===== src/sv/assert_macros.svh =====
`ifndef ASSERT_MACROS_SVH
`define ASSERT_MACROS_SVH

// Checks sampled on the rising edge of clk, off while arst_n is low.
`define MET_ASSERT(lbl, prop, msg) \
	lbl: assert property (@(posedge clk) disable iff (!arst_n) prop) else $error(msg);

// Antecedent in this cycle, consequent in the next.
`define MET_ASSERT_NEXT(lbl, ante, cons, msg) \
	lbl: assert property (@(posedge clk) disable iff (!arst_n) (ante) |=> (cons)) \
		else $error(msg);

`endif


===== src/sv/met_div.sv =====
`default_nettype none

module met_div #(
	parameter int NW = 41,
	parameter int DW = 12
) (
	input  logic          clk,
	input  logic          arst_n,
	input  logic          start,
	input  logic [NW-1:0] dividend,
	input  logic [DW-1:0] divisor,
	output logic          done,
	output logic [NW-1:0] quotient,
	output logic          rem_nz
);

	localparam int CW = $clog2(NW + 1);

	logic          run_q;
	logic          done_q;
	logic [CW-1:0] cnt_q;
	logic [NW-1:0] quo_q;
	logic [DW-1:0] rem_q;
	logic [DW-1:0] dvs_q;
	logic [DW:0]   trial;
	logic [DW:0]   rem_n;
	logic          ge;

	// restoring division, one quotient bit per cycle, dividend shifted out MSB first
	always_comb begin
		trial = {rem_q, quo_q[NW-1]};
		ge    = trial >= {1'b0, dvs_q};
		rem_n = ge ? trial - {1'b0, dvs_q} : trial;
	end

	always_ff @(posedge clk or negedge arst_n) begin
		if (!arst_n) begin
			run_q  <= 1'b0;
			done_q <= 1'b0;
			cnt_q  <= '0;
		end else begin
			done_q <= run_q && (cnt_q == CW'(1));
			if (start) begin
				run_q <= 1'b1;
				cnt_q <= CW'(NW);
			end else if (run_q) begin
				cnt_q <= cnt_q - CW'(1);
				if (cnt_q == CW'(1)) begin
					run_q <= 1'b0;
				end
			end
		end
	end

	always_ff @(posedge clk) begin
		if (start) begin
			quo_q <= dividend;
			rem_q <= '0;
			dvs_q <= divisor;
		end else if (run_q) begin
			quo_q <= {quo_q[NW-2:0], ge};
			rem_q <= rem_n[DW-1:0];
		end
	end

	assign done     = done_q;
	assign quotient = quo_q;
	assign rem_nz   = |rem_q;

endmodule

`default_nettype wire


===== config.mk =====
export PLATFORM = sky130hd
export DESIGN_NAME = met_div
export DESIGN_NICKNAME = d
export VERILOG_FILES = /design/src/sv/assert_macros.svh /design/src/sv/met_div.sv
export SDC_FILE = /design/constraint.sdc
export NUM_CORES = 1
export LEC_CHECK = 0
export ABC_AREA = 1
export BUFFER_PORTS_ARGS = -buffer_cell sky130_fd_sc_hd__buf_4
export CAP_MARGIN = 20
export CORE_MARGIN = 4
export CORE_UTILIZATION = 53
export CTS_BUF_LIST = sky130_fd_sc_hd__clkbuf_16
export DETAILED_ROUTE_END_ITERATION = 8
export GPL_TIMING_DRIVEN = 0
export PLACE_DENSITY = 0.8
export REMOVE_ABC_BUFFERS = 1
export SYNTH_ARGS = -nofsm -noshare
export SYNTH_HDL_FRONTEND = slang
export SYNTH_SLANG_ARGS = --single-unit

===== constraint.sdc =====
create_clock -name clk -period 2.1 [get_ports clk]
set_input_delay 0.315 -clock clk [delete_from_list [all_inputs] [get_ports clk]]
set_output_delay 0.315 -clock clk [all_outputs]
set_load 0.005 [all_outputs]

# [Word-level counts from Yosys, hierarchy flattened]
# Cells that the tools add are included.
# Widths: inputs -> output; s select.
[word_totals] out_inout_bits=43 regBits=73 inputBits=56
[classes] n_addsub=2 muxes=8 reduce_logical=3 eq_ne=1 order_cmp=1
[op_table] cell="$mux 41" n=2
[op_table] cell="$ge 13x12->1" n=1
[op_table] cell="$mux 12" n=1
[op_table] cell="$mux 6" n=2
[op_table] cell="$reduce_or 12->1" n=1
[op_table] cell="$sub 12x12->12" n=1
[op_table] cell="$eq 6x1->1 const B" n=1
[op_table] cell="$sub 6x1->6 const B" n=1
[op_table] cell="$mux 1" n=3
[op_table] cell="$reduce_bool 2->1" n=1
[op_table] cell="$logic_and 1x1->1" n=1

# [Depth between registers and ports, before layout]
[logic_depth] depth_word=4 mapped_depth=12

# [Worst setup path after synthesis]
# Ideal clock, no wire load.
[synth_timing] path_kind="input-to-reg" start="in start" end="reg quo_q[0], in the netlist quotient[0] (enable)" arrival_time_ns=1.390 required_time_ns=1.704 slack_ns=0.314 stages=3 path_buffers=1 cell_sequence="buf_2 > nor2_1 > inv_1"
[synth_via] elab_chain_cells=1
[synth_lines] item="from (decl)" line="met_div.sv:9" source="input logic start,"
[synth_lines] item="$reduce_bool 2->1 (no source line)"
[synth_lines] item="to (signal assigned)" line="met_div.sv:57" source="quo_q <= dividend;"
[synth_lines] item="to (signal assigned)" line="met_div.sv:61" source="quo_q <= {quo_q[NW-2:0], ge};"
[synth_lines] item="to (decl)" line="met_div.sv:22" source="logic [NW-1:0] quo_q;"
# Every way passes these cells.
# A chain may end at the register's enable or synchronous reset.

# [Worst setup path after layout]
[layout_timing] start="reg dvs_q[4]" end="reg rem_q[11]"
[layout_via] elab_chain_cells=2 elab_cells_between_ends=3 classes_between="add/sub (1); order compare (1); mux (1)"
[layout_lines] item="from (decl)" line="met_div.sv:24" source="logic [DW-1:0] dvs_q;"
[layout_lines] item="from (signal assigned)" line="met_div.sv:59" source="dvs_q <= divisor;"
[layout_lines] item="$sub 12x12->12 or $ge 13x12->1 (tied branches)" line="met_div.sv:33, met_div.sv:32"
[layout_lines] item="$mux 12 *" line="met_div.sv:33" source="rem_n = ge ? trial - {1'b0, dvs_q} : trial;"
[layout_lines] item="to (signal assigned)" line="met_div.sv:62" source="rem_q <= rem_n[DW-1:0];"
[layout_lines] item="to (decl)" line="met_div.sv:23" source="logic [DW-1:0] rem_q;"
# Every way passes the cells marked *; elsewhere a longest branch is shown, timed or not.

==> flow_metrics.py <==
metrics = {
    "floorplanning": {
        "core_region_area_um2": 7214,
        "die-area_um2": 8800,
        "die_h_um": 93.81,
        "num_rows": 31,
        "pin_count": 99,
        "initial_core_util": 0.5409,
        "die_w_um": 93.81,
    },
    "job": {
        "max_cap_violations": 0,
    },
    "synth": {
        "synthXorXnorAreaFrac": 0.01122,
        "synth_compound_area_frac": 0.02180,
        "synth_top_family_by_area": "simple AND/OR/NAND/NOR gates",
        "synth_enable_flop_cells": 53,
        "syn_inst": 469,
        "synthArstFlopShare": 0.1096,
        "yosys.area.top_type": "edfxtp_1",
        "synth_area_leaders": "edfxtp_1, nand2_1, dfxtp_1",
        "synth.distinct_cells": 33,
        "ys.flop_type": "edfxtp_1",
        "netlist_area_um2": 3902,
        "seq_area_frac_synth": 0.5207,
        "synth.top_cell.area_share": 0.4078,
        "synthAdderAreaFrac": 0.05002,
        "synth_simple_gate_area_frac": 0.3203,
        "yosys_warnings": 0,
        "synth_mux_area_frac": 0,
        "synth.avg_cell_area_um2": 8.321,
        "synth_seq_cells": 73,
    },
    "worst_setup_path": {
        "worstPathRequired_ps": 2320,
        "critical_path_class": "flop to flop",
        "cp_max_fo": 13,
        "timing.reg2reg.worst_path_depth": 9,
        "end_kind": "flop",
        "arrival_ps": 2190,
        "worst_setup_path_start_kind": "flop",
    },
    "sta": {
        "min_period_ps": 1967,
        "tns_ps": 0,
        "fmax_ghz": 0.5083,
        "finalHoldViolCount": 0,
        "fin_skew_ps": 5.709,
        "rsz0062_at_grt": "yes",
        "relSlewSlack": 0.3330,
        "finalCritPeriodShare": 0.9368,
        "slew_violations": 0,
        "setup_violations": 0,
        "worst_pin_slew_ps": 996.9,
    },
    "detailed_routing": {
        "vias": 3491,
        "drcViolationCount": 0,
        "finalWirelength_um": 9732,
        "vias_per_cell": 5.203,
        "drt_iter0_drc": 287,
        "wl_per_cell_um": 14.50,
        "first_pass_iters": 5,
        "final_antenna_net_count": 0,
    },
    "final_layout": {
        "final_layout_size_suffix_gt1_frac": 0.2413,
        "multi_input_area_um2": 1623,
        "diodes": 0,
        "seqCellArea_um2": 2032,
        "nFillCells": 562,
        "post-route-util": 0.7107,
        "final_cell_mix": "nand2_1, buf_4, inv_1, edfxtp_1, nand3_1",
        "layout_commonest_cell": "nand2_1",
        "nNetsFinal": 638,
        "syn_to_final_growth_pct": 31.39,
        "final_cell_area_um2": 5127,
    },
    "placement": {
        "port-buffer-count": 98,
        "dpl_cell_area_um2": 4715,
        "routabilityCongestion": 0.9388,
        "hpwl_um": 6607,
    },
    "global_route": {
        "grtUsageTotal": 0.2307,
        "grt_max_degree": 60,
        "grt_pass1_wl_um": 15930,
        "grt-ovfl-total": 0,
        "antenna_found_initial": 0,
        "grt_pass1_vias": 3537,
    },
    "power": {
        "p_seq_frac": 0.358,
        "share_comb_of_total_power": 0.324,
        "netSwitchingPower_w": 0.001796,
        "p_clk_frac": 0.317,
        "internal_power_w": 0.003584,
        "power.leakage_nw": 2.606,
        "peakVddDrop_uv": 594.2,
        "power_density_nw_per_um2": 1049,
        "netSwitchingFraction": 0.3339,
    },
    "clock_network": {
        "cts-buffers-inserted": 9,
        "clockBufferDepth": 2,
        "cts.sinks": 73,
        "cts_tree": "yes",
        "clockRootBuffer": "clkbuf_16",
        "htree_levels": 3,
        "clock_latency_ps": 330,
        "clk_pin_slew_ps": 60,
    },
    "outcome": {
        "outcome": "finished clean",
    },
    "worst_hold_path": {
        "holdPathStages": 1,
        "min_path_type": "primary input to flop",
    },
}
Yosys cell counts, types with 4 or more instances:
| cell | n |
|---|---|
| o21ai_0 | 5 |
| clkbuf_1 | 8 |
| nor4_1 | 4 |
| xnor2_1 | 4 |
| edfxtp_1 | 53 |
| nor2_1 | 20 |
| nand2_1 | 209 |
| nand3_1 | 25 |
| a21oi_1 | 6 |
| nand3_2 | 5 |
| dfxtp_1 | 12 |
| dfrtp_1 | 8 |
| inv_1 | 55 |
| ha_1 | 14 |
| nand4_1 | 15 |
worst paths after layout:
path                                       start                     end  slack (ps)
min                                   divisor[4]      dvs_q[4]$_DFFE_PP_         160
min in group asynchronous                 arst_n    cnt_q[4]$_DFFE_PN0P_         350
min reg2reg                rem_q[5]$_SDFFE_PP0P_   rem_q[5]$_SDFFE_PP0P_         500
max in group asynchronous                 arst_n    cnt_q[3]$_DFFE_PN0P_        1620
max reg2reg                   dvs_q[4]$_DFFE_PP_  rem_q[11]$_SDFFE_PP0P_         130
max                           dvs_q[4]$_DFFE_PP_  rem_q[11]$_SDFFE_PP0P_         130
worst max-delay path: stages (launching register included):
cell and delay, ps:
edfxtp_1 330, inv_1 50, ha_1 370, nand2_1 120, nor2_1 240, nand3_4 240, nand3_4 230, nand3_1 130
nand3_1 100, nand2_1 50
metrics by stage:
stage / std cells / hold WS (ps) / setup slack (ps) / total power, W
after global routing: 671 / 148.6 / -20.89 / 0.005687
after detailed placement: 652 / 138.8 / -365.9 / 0.003539
after global placement: 651 / 138.2 / -804.3 / 0.003467
after floorplan: 454 / 19.41 / 155.4 / 0.003000
final: 671 / 157.3 / 132.6 / 0.005380
after CTS: 670 / 151.5 / 55.12 / 0.005291
kinds of logic after synthesis:
kind of cell    Yosys count
compound gates           14
xor+xnor                  5
fa+ha+maj                15
buf+inv                  74
flops                    73
simple gates            288
state kept, by name, summed over array words and instances (netlist names):
register	count
rem_q	12
dvs_q	12
cnt_q	6
quotient	41
run_q	1
done	1
layout make-up:
| type | count | share of cell area |
|---|---|---|
| Multi-Input combinational cell | 323 | 0.3165 |
| Tap cell | 99 | 0.02416 |
| Clock buffer | 10 | 0.04880 |
| Sequential cell | 73 | 0.3963 |
| Inverter | 59 | 0.04392 |
| Timing Repair Buffer | 101 | 0.1530 |
| Clock inverter | 6 | 0.01733 |
routing by layer:
metal,track usage,part of all wire,wire [um]
met1,0.2713,0.39,3757
met2,0.3732,0.48,4640
met3,0.1002,0.11,1061
met4,0.08664,0.028,273
met5,0,0,0
power by group through the flow:
stage / Clock (W) / Sequential, W / Combinational [W]
floorplan: 0 / 0.00191 / 0.00108
global placement: 0 / 0.00194 / 0.00153
detailed placement: 0 / 0.00195 / 0.00159
CTS: 0.00173 / 0.00192 / 0.00164
global route: 0.00179 / 0.00195 / 0.00194
finish: 0.00171 / 0.00193 / 0.00174
repair_timing:
item / in CTS / in global routing
gates resized for setup: 1 / 11
pin swaps: 1 / 2
endpoints found under the setup margin: 52 / 34
hold buffers: 1 / 0
hold endpoints to repair: 8 / 0
buffers inserted: 1 / 0
gates cloned: 0 / 1
(Power assumes the default switching activity.)
